===== config.mk =====
export PLATFORM = sky130hd
export DESIGN_NAME = debounced_quadrature_counter
export DESIGN_NICKNAME = d
export VERILOG_FILES = /design/src/design/dqc_pkg.sv /design/src/design/debounced_quadrature_counter.sv
export SDC_FILE = /design/constraint.sdc
export NUM_CORES = 1
export LEC_CHECK = 0
export ABC_AREA = 1
export BUFFER_PORTS_ARGS = -buffer_cell sky130_fd_sc_hd__buf_2
export CORE_AREA = 2 2 121 123
export DETAILED_ROUTE_END_ITERATION = 8
export DIE_AREA = 0 0 123 125
export GPL_TIMING_DRIVEN = 0
export PLACE_DENSITY = 0.78
export SLEW_MARGIN = 25
export SYNTH_ARGS = -nofsm -noshare
export SYNTH_HDL_FRONTEND = slang
export SYNTH_SLANG_ARGS = --single-unit

===== constraint.sdc =====
create_clock -name clk -period 5.5 [get_ports clk]
set_input_delay 1.375 -clock clk [delete_from_list [all_inputs] [get_ports clk]]
set_output_delay 1.375 -clock clk [all_outputs]
set_load 0.01 [all_outputs]

===== src/design/dqc_pkg.sv =====
`default_nettype none

package dqc_pkg;
	localparam int WINDOW_W = 24;
	localparam int TIMER_W = 25;
	localparam int NET_W = 16;
	localparam int COUNT_BITS_DEFAULT = 16;
	localparam logic [WINDOW_W-1:0] DEBOUNCE_RESET = 24'd150000;
	localparam logic [TIMER_W-1:0] TIMER_MAX = {TIMER_W{1'b1}};
endpackage

`default_nettype wire


===== src/design/debounced_quadrature_counter.sv =====
// Quadrature decoder with per-channel debounce lockout. One item is one sampled tick of
// channels A and B plus a read request; an item is taken every clock cycle, the only stall
// being a read result still waiting in the output register. Falling edges on A or B step a
// wrapping COUNT_BITS-wide net count, each channel ignoring edges until more than
// debounce_window ticks have passed since its last accepted edge (timers are 25 bits and
// saturate; they start at zero, so edges are locked out right after reset). A read returns
// the low 16 bits of the count from before the tick in the next cycle, and clears it; edges
// in the same tick land in the new count. debounce_window resets to 150000 and is written
// through the cfg channel, which is always ready.
`default_nettype none

module debounced_quadrature_counter
	import dqc_pkg::*;
#(
	parameter int COUNT_BITS = COUNT_BITS_DEFAULT
) (
	input  wire logic                       clk,
	input  wire logic                       arst_n,
	input  wire logic                       cfg_valid,
	output logic                            cfg_ready,
	input  wire logic [WINDOW_W-1:0]        debounce_window,
	input  wire logic                       in_valid,
	output logic                            in_ready,
	input  wire logic                       level_a,
	input  wire logic                       level_b,
	input  wire logic                       read_request,
	output logic                            out_valid,
	input  wire logic                       out_ready,
	output logic signed [NET_W-1:0]         net_steps
);

	logic [WINDOW_W-1:0]   window_q;
	logic                  prev_a_q;
	logic                  prev_b_q;
	logic [TIMER_W-1:0]    since_a_q;
	logic [TIMER_W-1:0]    since_b_q;
	logic [COUNT_BITS-1:0] count_q;
	logic                  out_valid_q;
	logic [NET_W-1:0]      net_q;

	logic                  in_take;
	logic                  pass_a;
	logic                  pass_b;
	logic [TIMER_W-1:0]    since_a_next;
	logic [TIMER_W-1:0]    since_b_next;
	logic [COUNT_BITS-1:0] base;
	logic [COUNT_BITS-1:0] step_a;
	logic [COUNT_BITS-1:0] step_b;
	logic [COUNT_BITS-1:0] count_next;
	logic [31:0]           count_ext;

	assign cfg_ready = 1'b1;
	assign in_ready  = !out_valid_q || out_ready;
	assign in_take   = in_valid && in_ready;

	// lockout compares against the timer value from before this tick
	assign pass_a = prev_a_q && !level_a && (since_a_q > {1'b0, window_q});
	assign pass_b = prev_b_q && !level_b && (since_b_q > {1'b0, window_q});

	always_comb begin
		if (pass_a) begin
			since_a_next = '0;
		end else if (since_a_q == TIMER_MAX) begin
			since_a_next = since_a_q;
		end else begin
			since_a_next = since_a_q + 1'b1;
		end
		if (pass_b) begin
			since_b_next = '0;
		end else if (since_b_q == TIMER_MAX) begin
			since_b_next = since_b_q;
		end else begin
			since_b_next = since_b_q + 1'b1;
		end
	end

	// A: up when B low; B: up when A high. Down is +all-ones.
	always_comb begin
		base   = read_request ? '0 : count_q;
		step_a = '0;
		step_b = '0;
		if (pass_a) begin
			step_a = level_b ? {COUNT_BITS{1'b1}} : COUNT_BITS'(1);
		end
		if (pass_b) begin
			step_b = level_a ? COUNT_BITS'(1) : {COUNT_BITS{1'b1}};
		end
		count_next = base + step_a + step_b;
	end

	// zero-extend narrow counts before taking the low result bits
	assign count_ext = 32'(count_q);

	always_ff @(posedge clk or negedge arst_n) begin
		if (!arst_n) begin
			window_q <= DEBOUNCE_RESET;
		end else if (cfg_valid) begin
			window_q <= debounce_window;
		end
	end

	always_ff @(posedge clk or negedge arst_n) begin
		if (!arst_n) begin
			prev_a_q  <= 1'b1;
			prev_b_q  <= 1'b1;
			since_a_q <= '0;
			since_b_q <= '0;
			count_q   <= '0;
		end else if (in_take) begin
			prev_a_q  <= level_a;
			prev_b_q  <= level_b;
			since_a_q <= since_a_next;
			since_b_q <= since_b_next;
			count_q   <= count_next;
		end
	end

	always_ff @(posedge clk or negedge arst_n) begin
		if (!arst_n) begin
			out_valid_q <= 1'b0;
		end else if (in_take && read_request) begin
			out_valid_q <= 1'b1;
		end else if (out_ready) begin
			out_valid_q <= 1'b0;
		end
	end

	always_ff @(posedge clk) begin
		if (in_take && read_request) begin
			net_q <= count_ext[NET_W-1:0];
		end
	end

	assign out_valid = out_valid_q;
	assign net_steps = signed'(net_q);

endmodule

`default_nettype wire


Word-level counts from Yosys, hierarchy flattened. Index checks and enable logic that the tools add are counted. W data, S select, Z words.

Bits in registers: 109. Bits of input ports: 32. Output and inout port bits: 19. Word-level logic and storage cells: 42.

$add $sub $neg: 4. Magnitude comparators: 2. Equal/unequal tests: 4. Mux-type cells: 11. Reductions and logical operators: 13.

Operator list (count): $mux W25 (4); $mux W16 (5); $add A25 B1 Y25 const B (2); $eq A25 B25 Y1 const B (2); $gt A25 B24 Y1 (2); $add A16 B16 Y16 (2); $logic_and A1 B1 Y1 (6); $ne A2 B2 Y1 const B (2); $reduce_and A2 Y1 (2); $logic_not A1 Y1 (3); $mux W1 (2); $reduce_bool A2 Y1 (1); $logic_or A1 B1 Y1 (1).

Longest topological paths before layout. Gate-level depths: netlist (run 1).

Depth in word-level cells: 6. Depth in mapped cells: 29. Mapped depth without buffers: 29.

Worst setup path after synthesis (run 1). No wires, ideal clock.

Path type: input port to flip-flop. Start point: input port level_a. End point: register count_q[13]. Arrival time: 4.205 ns. Data required time: 5.382 ns. Setup slack: 1.177 ns. Stages: 19. Buffers on the path: 0. Path through: inv_1 > nand2_1 > nor2_2 > nand3_2 > clkinv_1 > nand3_1 > nand2_1 > inv_1 > ha_1 > ha_1 > fa_1 > nand3_1 > nand2_1 > a21o_1 > a21oi_1 > o21bai_1 > or2_2 > nand3_1 > nand2_1.

Word-level cells in the longest chain between the ends: 6. Elaborated cells between the ends (all ways): 8. Those cells by class: 2 x add/sub; 3 x mux; 3 x reduce/logical.

RTL lines: start: declaration (RTL line debounced_quadrature_counter.sv:24) `input wire logic level_a,`; $logic_not A1 Y1 (RTL line debounced_quadrature_counter.sv:57) `assign pass_a = prev_a_q && !level_a && (since_a_q > {1'b0, window_q});`; $logic_and A1 B1 Y1 (2 in a row) (RTL line debounced_quadrature_counter.sv:57); $mux W16 (RTL line debounced_quadrature_counter.sv:82) `if (pass_a) begin`; $add A16 B16 Y16 (RTL line debounced_quadrature_counter.sv:88) `count_next = base + step_a + step_b;`; $add A16 B16 Y16 * (RTL line debounced_quadrature_counter.sv:88); end signal: assignment (RTL line debounced_quadrature_counter.sv:114) `count_q <= count_next;`; end: declaration (RTL line debounced_quadrature_counter.sv:37) `logic [COUNT_BITS-1:0] count_q;`.

Mark *: on every way between the ends. The rest lies on a longest branch, timed or not. A chain may end at the register's enable or synchronous reset.

Worst setup path after layout (run 1).
Start point: register window_q[8]. End point: register count_q[13].

Word-level cells in the longest chain between the ends: 5. Elaborated cells between the ends (all ways): 8. Those cells by class: 2 x add/sub; 2 x order compare; 2 x mux; 2 x reduce/logical.

RTL lines: start: declaration (RTL line debounced_quadrature_counter.sv:32) `logic [WINDOW_W-1:0] window_q;`; start signal: assignment (RTL line debounced_quadrature_counter.sv:98) `window_q <= debounce_window;`; $gt A25 B24 Y1 (RTL line debounced_quadrature_counter.sv:57); $logic_and A1 B1 Y1 (RTL line debounced_quadrature_counter.sv:57); $mux W16 (RTL line debounced_quadrature_counter.sv:82); $add A16 B16 Y16 (RTL line debounced_quadrature_counter.sv:88); $add A16 B16 Y16 * (RTL line debounced_quadrature_counter.sv:88).

Marks and branches as above.

==> reports/results.txt, run 1 <==
period utilization: 87.6%
Post-synth EDFFs: 16
WL final: 18400 µm
Area growth, synth to finish: 10.5%
worst r2r src: window_q[8]
leading area contributor after synthesis: dfrtp_1
clk sinks: 109
Max VDD drop: 0.205 mV
Clk Tree Root Cell: clkbuf_16
Ports: 51
Net Count, Synth: 1098
number of antenna diodes: 0
Reg clk slew, reported paths: 0.07 ns
CTS Buf Count: 9
critical path class: flop to flop
fin util: 59.3%
Initial Utilization: 53.7%
die area: 15400 µm²
CP Data Arrival Time: 5.07 ns
max-slew violation count: 0
DRC errors left: 0
Worst slew margin: 39.1%
multi-input logic area: 4160 µm²
Die X: 123 µm
initial antenna violation count: 0
HP Start: count_q[14]
vias: 6686
IO Port Bufs: 48
largest net degree at the start of global routing: 52
htree depth: 3
top cells by area, synth: dfrtp_1 (27%), ha_1 (13%), nand2_1 (12%), inv_1 (6.7%), edfxtp_1 (6.3%)
count of final setup violators: 0
worst hold path type: flop to flop
DR WL/cell: 14.9 µm
Final min period: 4.82 ns
fmax: 208 MHz
Fillers: 1281
final net count: 1158
Finished Layout Cells: 1235
register area: 2820 µm²
Mapped Area: 7630 µm²
flops & latches, synth: 109
MaxCap Viol Count: 0
RSZ-0062 raised after global routing: false
Final ANT Viol Nets: 0
grt total ovfl: 0
vias in the first global route: 6490
Pwr per Cell Area: 330 nW/µm²
clk_skew: 0.00580 ns
clk_lat worst skew: 0.37 ns
count leader, synth: nand2_1
final setup TNS: 0 ns
initial detailed-routing violation count: 483
CTS tree: done
first-pass GRT wire length: 31000 µm
Synth top area share: 27.2%
Area after DPL: 8140 µm²
Synth top cells by count: nand2_1 (249), inv_1 (137), dfrtp_1 (83), ha_1 (77), nor2_1 (63)
Primary FF master, synth: dfrtp_1
register area share after synthesis: 37.0%
Slew @ Worst Pin: 0.913 ns
status: complete, no violations
Worst setup EP type: flop
vias per cell: 5.41
Critical Path Source: window_q[8]
CTS max path bufs: 2
Synth cell types: 50
Inst Count DP: 1219
Die Ht: 125 µm
# rows: 44
Pre-antenna DRT Iters: 7
cts-stage hold buffer count: 0
post-route cell area: 8430 µm²
# resized after CTS: 0
Final Hold Fails: 0
Post-CTS Setup Bufs: 0
Avg Cell Area, Syn: 7.74 µm²
GR Util All Layers: 25.6%
CP required: 5.76 ns
CP startpoint kind: flop
Post-synth ARST share: 85.3%
post-synthesis instance total: 986
GP Congestion: 0.953
CORE AREA: 14200 µm²
P_leak: 4.33 nW
Yosys warning total: 0
crit path max fanout: 10
Post-DP HPWL: 14200 µm
share of layout cells above drive strength 1: 13.0%
==> report_power, final <==
part	internal [mW]	total (mW)	switching (mW)
logic	0.342	0.910	0.568
registers	1.00	1.20	0.197
clock network	0.355	0.668	0.313
total	1.70	2.78	1.08
==> final cells by class <==
class | instances | area share, %
multi-input cells | 706 | 49.4
clock inverters | 6 | 0.742
inverters | 153 | 6.84
plain buffers | 18 | 0.905
clock buffers | 10 | 2.72
well taps | 184 | 2.73
flip-flops and latches | 109 | 33.5
repair buffers | 49 | 3.25
==> through the flow <==
step	hold WS [ns]	setup WS [ns]	total power, mW
2_1_floorplan	0.425	1.18	1.84
3_3_place_gp	0.428	0.499	2.07
3_5_place_dp	0.442	0.441	2.12
4_1_cts	0.469	0.724	2.78
5_1_grt	0.480	0.436	3.01
6_report	0.462	0.684	2.78
==> logic make-up after synthesis <==
group | after synthesis | synth area share [%]
AO/OA/AOI/OAI | 129 | 9.35
XOR/XNOR | 24 | 2.75
adder cells (fa/ha/maj) | 80 | 13.4
buffers and inverters | 171 | 8.56
flip-flops | 109 | 37.0
multiplexers | 1 | 0.148
other | 1 | 0.0491
AND/OR/NAND/NOR | 471 | 28.8
==> final timing paths <==
check | to | slack, ns | depth (start not counted)
setup / recovery | count_q[13] | 0.68 | 23
hold / removal | net_steps[14] | 0.46 | 0
setup reg to reg | count_q[13] | 0.68 | 23
hold reg to reg | net_steps[14] | 0.46 | 0
max in group asynchronous | window_q[17] | 3.95 | 2
min in group asynchronous | window_q[2] | 0.93 | 1
==> per-layer routing <==
metal | vias up | global-route usage, % | share of wire (%)
met5 | - | 0 | 0
met1 | 3160 | 33.4 | 45
met2 | 138 | 41.7 | 48
met4 | 0 | 8.76 | 2.6
li1 | 3353 | - | -
met3 | 35 | 5.75 | 4.4
==> sequential cells by signal (all words and copies together), names as in the netlist <==
signal     flops
count_q       16
net_steps     16
since_b_q     25
out_valid      1
prev_b_q       1
window_q      24
since_a_q     25
prev_a_q       1
==> cell usage in the layout, fill, tap and decap left out, types with 4 or more instances in the layout <==
cell | netlist | final
inv_1 | 137 | 137
nand4_1 | 26 | 26
nor4_1 | 7 | 7
dfrtp_1 | 83 | 83
nand3_2 | 6 | 6
or2_2 | 8 | 8
nand2_2 | 4 | 4
xor2_1 | 15 | 15
o21bai_1 | 4 | 4
edfxtp_1 | 16 | 16
a21oi_1 | 37 | 37
nor2_1 | 63 | 62
dfstp_2 | 10 | 10
a21o_1 | 7 | 7
o21ai_1 | 7 | 7
buf_2 | 4 | 51
clkbuf_16 | 0 | 9
nor3_2 | 12 | 12
o21ai_0 | 60 | 60
clkinv_1 | 4 | 4
nor3_1 | 19 | 19
clkbuf_1 | 13 | 14
nor2_2 | 4 | 5
xnor2_1 | 9 | 9
nand3b_1 | 7 | 7
ha_1 | 77 | 77
nand2_1 | 249 | 249
nand3_1 | 57 | 57
inv_2 | 11 | 11
==> worst max-delay path: stages (launching register included) <==
cell	delay (ns)
dfstp_2	0.51
inv_1	0.09
ha_1	0.32
nand2_1	0.07
nor2_1	0.24
nand4_1	0.13
nor2_1	0.20
nor2_2	0.11
nand3_2	0.23
clkbuf_1	0.45
nand2_1	0.11
nand2_1	0.09
inv_1	0.04
ha_1	0.27
ha_1	0.23
fa_1	0.40
nand3_1	0.10
nand2_1	0.11
a21o_1	0.21
a21oi_1	0.27
o21bai_1	0.12
or2_2	0.28
nand3_1	0.07
nand2_1	0.06
(Power assumes the default switching activity.)
==> run 2, diff against run 1 <==
- CELL_PAD_IN_SITES_DETAIL_PLACEMENT: not set -> 2
- CELL_PAD_IN_SITES_GLOBAL_PLACEMENT: not set -> 2
- CORE_AREA: 2 2 121 123 -> 2 2 147 149
- DIE_AREA: 0 0 123 125 -> 0 0 149 151
- PLACE_DENSITY: 0.78 -> 0.86
==> reports/results.txt, run 2 (synthesis gave the netlist of run 1 again) <==
status: complete, no violations
P_leak: 4.33 nW (-0.11%)
Post-CTS Setup Bufs: 0 (unchanged)
fin util: 41.0% (-18 points)
Final ANT Viol Nets: 0 (unchanged)
DR WL/cell: 19.3 µm (+30%)
Worst slew margin: 55.5% (+16 points)
Inst Count DP: 1311 (+7.5%)
CTS Buf Count: 9 (unchanged)
Finished Layout Cells: 1327 (+7.4%)
initial antenna violation count: 0 (unchanged)
# rows: 53 (+20%)
initial detailed-routing violation count: 259 (-46%)
clk_skew: 0.0103 ns (+0.00446 ns)
vias: 6961 (+4.1%)
largest net degree at the start of global routing: 52 (unchanged)
CP Data Arrival Time: 5.27 ns (+0.20 ns)
worst hold path type: flop to flop
Crit path max-delay family: simple AND/OR/NAND/NOR gates
crit path max fanout: 10 (unchanged)
max-slew violation count: 0 (unchanged)
Die X: 149 µm (+21%)
count of final setup violators: 0 (unchanged)
Initial Utilization: 36.6% (-17 points)
Reg clk slew, reported paths: 0.08 ns (about the same)
fmax: 199 MHz (-4.0%)
MaxCap Viol Count: 0 (unchanged)
Post-DP HPWL: 20100 µm (+42%)
first-pass GRT wire length: 41900 µm (+35%)
CP max stage delay: 0.53 ns (+0.02 ns)
RSZ-0062 raised after global routing: false
Slew @ Worst Pin: 0.667 ns (-0.246 ns)
GP Congestion: 0.792 (-17%)
cts-stage hold buffer count: 0 (unchanged)
WHS: 0.480 ns (+0.0187 ns)
WP buf/inv: 3 (unchanged)
WL final: 25600 µm (+40%)
final setup TNS: 0 ns (unchanged)
worst-path cell chain: inv_1 > ha_1 > nand2_1 > nor2_1 > nand4_1 > nor2_1 > nor2_2 > nand3_2 > clkbuf_1 > nand2_1 > nand2_1 > inv_1 > ha_1 > ha_1 > fa_1 > nand3_1 > nand2_1 > a21o_1 > a21oi_1 > o21bai_1 > or2_2 > nand3_1 > nand2_1
htree depth: 3 (unchanged)
Area growth, synth to finish: 11.9%
CP required: 5.76 ns (about the same)
Fillers: 2471 (+93%)
Final min period: 5.01 ns (+0.198 ns)
Overall Power: 2.88 mW (+3.5%)
Pre-antenna DRT Iters: 4 (-3)
post-route cell area: 8540 µm² (+1.3%)
Die Ht: 151 µm (+21%)
share of layout cells above drive strength 1: 13.2% (+0.18 points)
Ports: 51 (unchanged)
clk sinks: 109 (unchanged)
Area after DPL: 8260 µm² (+1.5%)
vias in the first global route: 7810 (+20%)
DP Worst Slack: 0.268 ns (-0.173 ns)
most frequent cells in the layout: nand2_1 (249), inv_1 (137), dfrtp_1 (83)
CP startpoint kind: flop
GR Util All Layers: 24.0% (-1.5 points)
Max VDD drop: 0.121 mV (-41%)
critical path class: flop to flop
setup slack after layout: 0.486 ns (-0.198 ns)
vias per cell: 5.25 (-3.1%)
# resized after CTS: 0 (unchanged)
register area: 2820 µm² (unchanged)
commonest non-fill, non-tap cell in the layout: nand2_1
period utilization: 91.2% (+3.6 points)
Regs by FF count: since_a_q x25, since_b_q x25, window_q x24
CTS max path bufs: 2 (unchanged)
number of antenna diodes: 0 (unchanged)
Worst setup EP type: flop
Final Hold Fails: 0 (unchanged)
Pwr per Cell Area: 337 nW/µm² (+2.2%)
IO Port Bufs: 48 (unchanged)
die area: 22500 µm² (+46%)
multi-input logic area: 4160 µm² (unchanged)
clk_lat worst skew: 0.37 ns (about the same)
cell repeated most along the worst path: nand2_1
DRC errors left: 0 (unchanged)
CORE AREA: 20800 µm² (+47%)
Clk Tree Root Cell: clkbuf_16
final net count: 1159 (+0.086%)
grt total ovfl: 0 (unchanged)
slowest CP cell: dfstp_2
CTS tree: done
## run 2: where the power goes
part / leakage [nW] / internal [mW] / total, mW / switching (mW)
clock network: 0.136 / 0.310 / 0.656 / 0.346
logic: 2.87 / 0.351 / 1.00 / 0.653
registers: 1.32 / 1.00 / 1.22 / 0.213
## run 2: worst paths after layout
check,start,endpoint,slack (ns),depth (start not counted)
setup / recovery,window_q[8],count_q[13],0.49,23
hold / removal,count_q[14],net_steps[14],0.48,0
setup reg to reg,window_q[8],count_q[13],0.49,23
hold reg to reg,count_q[14],net_steps[14],0.48,0
max in group asynchronous,arst_n,prev_a_q,3.89,2
min in group asynchronous,arst_n,since_a_q[3],0.92,1
## run 2: cell type report
cell class              count  share of cell area, %
clock inverters             7                  0.572
plain buffers              18                  0.894
repair buffers             50                   3.34
clock buffers               9                   2.64
flip-flops and latches    109                   33.0
inverters                 153                   6.76
multi-input cells         706                   48.7
well taps                 275                   4.03
## run 2: worst reg2reg max path: cells and delay by family, from the launching register on
family / cells / cell delay (ns)
compound gates: 3 / 0.61
fa+ha+maj: 4 / 1.26
buf+inv: 3 / 0.60
flops: 1 / 0.53
simple gates: 13 / 1.91
## run 2: layer usage
layer	track usage, %	routed length, µm	vias to the layer above
met3	2.65	611	21
li1	-	-	3349
met5	0	0	-
met1	30.3	11600	3514
met4	5.19	303	0
met2	44.3	13200	77
==> run 3, diff against run 2 <==
- BUFFER_PORTS_ARGS: -buffer_cell sky130_fd_sc_hd__buf_2 -> not set
- CORE_AREA: 2 2 147 149 -> 2 2 145 147
- DIE_AREA: 0 0 149 151 -> 0 0 147 149
- DONT_BUFFER_PORTS: not set -> 1
- PLACE_DENSITY: 0.86 -> 0.84
==> reports/results.txt, run 3 (synthesis gave the netlist of run 1 again) <==
worst hold path type: flop to flop
switching part of the total: 41.4% (-0.70 points)
clk sinks: 109 (unchanged)
RSZ-0062 raised after global routing: false
Final Hold Fails: 0 (unchanged)
Worst slew margin: 51.6% (-4.0 points)
WHS: 0.457 ns (-0.0230 ns)
largest net degree at the start of global routing: 94 (+81%)
WL final: 26100 µm (+1.6%)
Pre-antenna DRT Iters: 4 (unchanged)
logic gate share of total power: 33.6% (-1.3 points)
period utilization: 91.9% (+0.74 points)
Slew @ Worst Pin: 0.726 ns (+0.0589 ns)
NetSw: 1.17 mW (-3.8%)
CP required: 5.77 ns (about the same)
Final min period: 5.05 ns (+0.0405 ns)
most frequent cells in the layout: nand2_1 (249), inv_1 (137), dfrtp_1 (83)
Post-DP HPWL: 19800 µm (-1.8%)
Max VDD drop: 0.142 mV (+17%)
Post-CTS Setup Bufs: 0 (unchanged)
Area growth, synth to finish: 8.36%
Worst setup EP type: flop
CTS Buf Count: 9 (unchanged)
DRC errors left: 0 (unchanged)
Clock power frac: 22.7% (about the same)
Final ANT Viol Nets: 0 (unchanged)
setup slack after layout: 0.445 ns (-0.0405 ns)
initial antenna violation count: 1 (+1)
status: complete, no violations
vias in the first global route: 7846 (+0.46%)
first-pass GRT wire length: 42500 µm (+1.2%)
max-slew violation count: 0 (unchanged)
cts-stage hold buffer count: 0 (unchanged)
Reg clk slew, reported paths: 0.08 ns (about the same)
clk_lat worst skew: 0.37 ns (about the same)
# rows: 53 (unchanged)
GR Util All Layers: 24.9% (+0.87 points)
DP Worst Slack: 0.248 ns (-0.0199 ns)
share of layout cells above drive strength 1: 8.97% (-4.2 points)
Die X: 147 µm (-1.3%)
CORE AREA: 20600 µm² (-1.3%)
Ports: 51 (unchanged)
MaxCap Viol Count: 0 (unchanged)
Pwr per Cell Area: 340 nW/µm² (+0.96%)
CTS tree: done
DR WL/cell: 20.4 µm (+5.5%)
Regs by FF count: since_a_q x25, since_b_q x25, window_q x24
Pint: 1.65 mW (-1.0%)
GP Congestion: 0.816 (+3.0%)
Fillers: 2439 (-1.3%)
count of final setup violators: 0 (unchanged)
register area: 2820 µm² (unchanged)
Initial Utilization: 37.1% (+0.47 points)
CP startpoint kind: flop
initial detailed-routing violation count: 261 (+0.77%)
commonest non-fill, non-tap cell in the layout: nand2_1
fmax: 198 MHz (-0.80%)
vias: 6836 (-1.8%)
die area: 21900 µm² (-2.6%)
critical path class: flop to flop
Clk Tree Root Cell: clkbuf_16
final setup TNS: 0 ns (unchanged)
P_leak: 4.12 nW (-4.8%)
CP Data Arrival Time: 5.32 ns (+0.05 ns)
vias per cell: 5.34 (+1.9%)
IO Port Bufs: 0 (-100%)
Die Ht: 149 µm (-1.3%)
CTS max path bufs: 2 (unchanged)
crit path max fanout: 10 (unchanged)
clk_skew: 0.0109 ns (+0.000616 ns)
final net count: 1110 (-4.2%)
multi-input logic area: 4160 µm² (unchanged)
Reg power frac: 43.6% (+1.3 points)
grt total ovfl: 0 (unchanged)
htree depth: 3 (unchanged)
==> run 3: worst max-delay path: stages (launching register included) <==
cell and delay [ns]:
dfstp_2 0.52, inv_1 0.08, ha_1 0.31, nand2_1 0.07, nor2_1 0.28, nand3b_1 0.12
nand3_1 0.13, nand2_1 0.08, nand3_2 0.16, nand3_2 0.31, clkinvlp_4 0.35, nand3_1 0.14
nand2_1 0.10, inv_1 0.05, ha_1 0.27, ha_1 0.23, fa_1 0.42, nand3_1 0.11
nand2_1 0.10, a21o_1 0.22, a21oi_1 0.33, o21bai_1 0.14, or2_2 0.29, nand3_1 0.07
nand2_1 0.06
==> run 3: worst paths after layout <==
| check | slack, ns | end | start | depth (start not counted) |
|---|---|---|---|---|
| hold reg to reg | 0.46 | net_steps[14] | count_q[14] | 0 |
| max in group asynchronous | 4.54 | prev_a_q | arst_n | 0 |
| min in group asynchronous | 0.70 | window_q[12] | arst_n | 0 |
| setup reg to reg | 0.45 | count_q[13] | window_q[8] | 24 |
| setup / recovery | 0.45 | count_q[13] | window_q[8] | 24 |
| hold / removal | 0.46 | net_steps[14] | count_q[14] | 0 |
==> run 3: power by group through the flow <==
stage,Clock (mW),Combinational [mW],Sequential [mW]
floorplan,0,0.692,1.15
global placement,0,0.860,1.23
detailed placement,0,0.937,1.24
CTS,0.658,0.959,1.23
global route,0.680,1.09,1.25
finish,0.640,0.947,1.23
==> run 3: cell type report <==
class | count | share of cell area, %
Multi-Input combinational cell | 706 | 50.3
Sequential cell | 109 | 34.1
Inverter | 153 | 7.02
Tap cell | 275 | 4.16
Clock buffer | 11 | 2.81
Buffer | 18 | 0.938
Clock inverter | 5 | 0.439
Timing Repair Buffer | 1 | 0.182
Antenna cell | 1 | 0.0303
==> run 3: routing by layer <==
metal  up-vias  track usage (%)  share of wire [%]
met4         0             6.63                1.8
met1      3471             30.0                 43
met2        79             46.3                 52
li1       3254                -                  -
met3        32             3.98                3.1
met5         -                0                  0
==> run 3: metrics by stage <==
stage	utilization [%]	instance area, µm²	instances	power, mW
after global routing	40.2	8270	1278	3.03
after CTS	40.2	8260	1278	2.85
after floorplan	-	7630	986	1.84
after detailed placement	38.9	7990	1262	2.18
final	40.2	8270	1279	2.81
after global placement	38.8	7980	1261	2.09
==> run 3: what timing repair did <==
action / 4_1_cts / 5_1_grt
hold endpoints to repair: 0 / 0
endpoints found under the setup margin: 0 / 2
resized for setup: 0 / 3
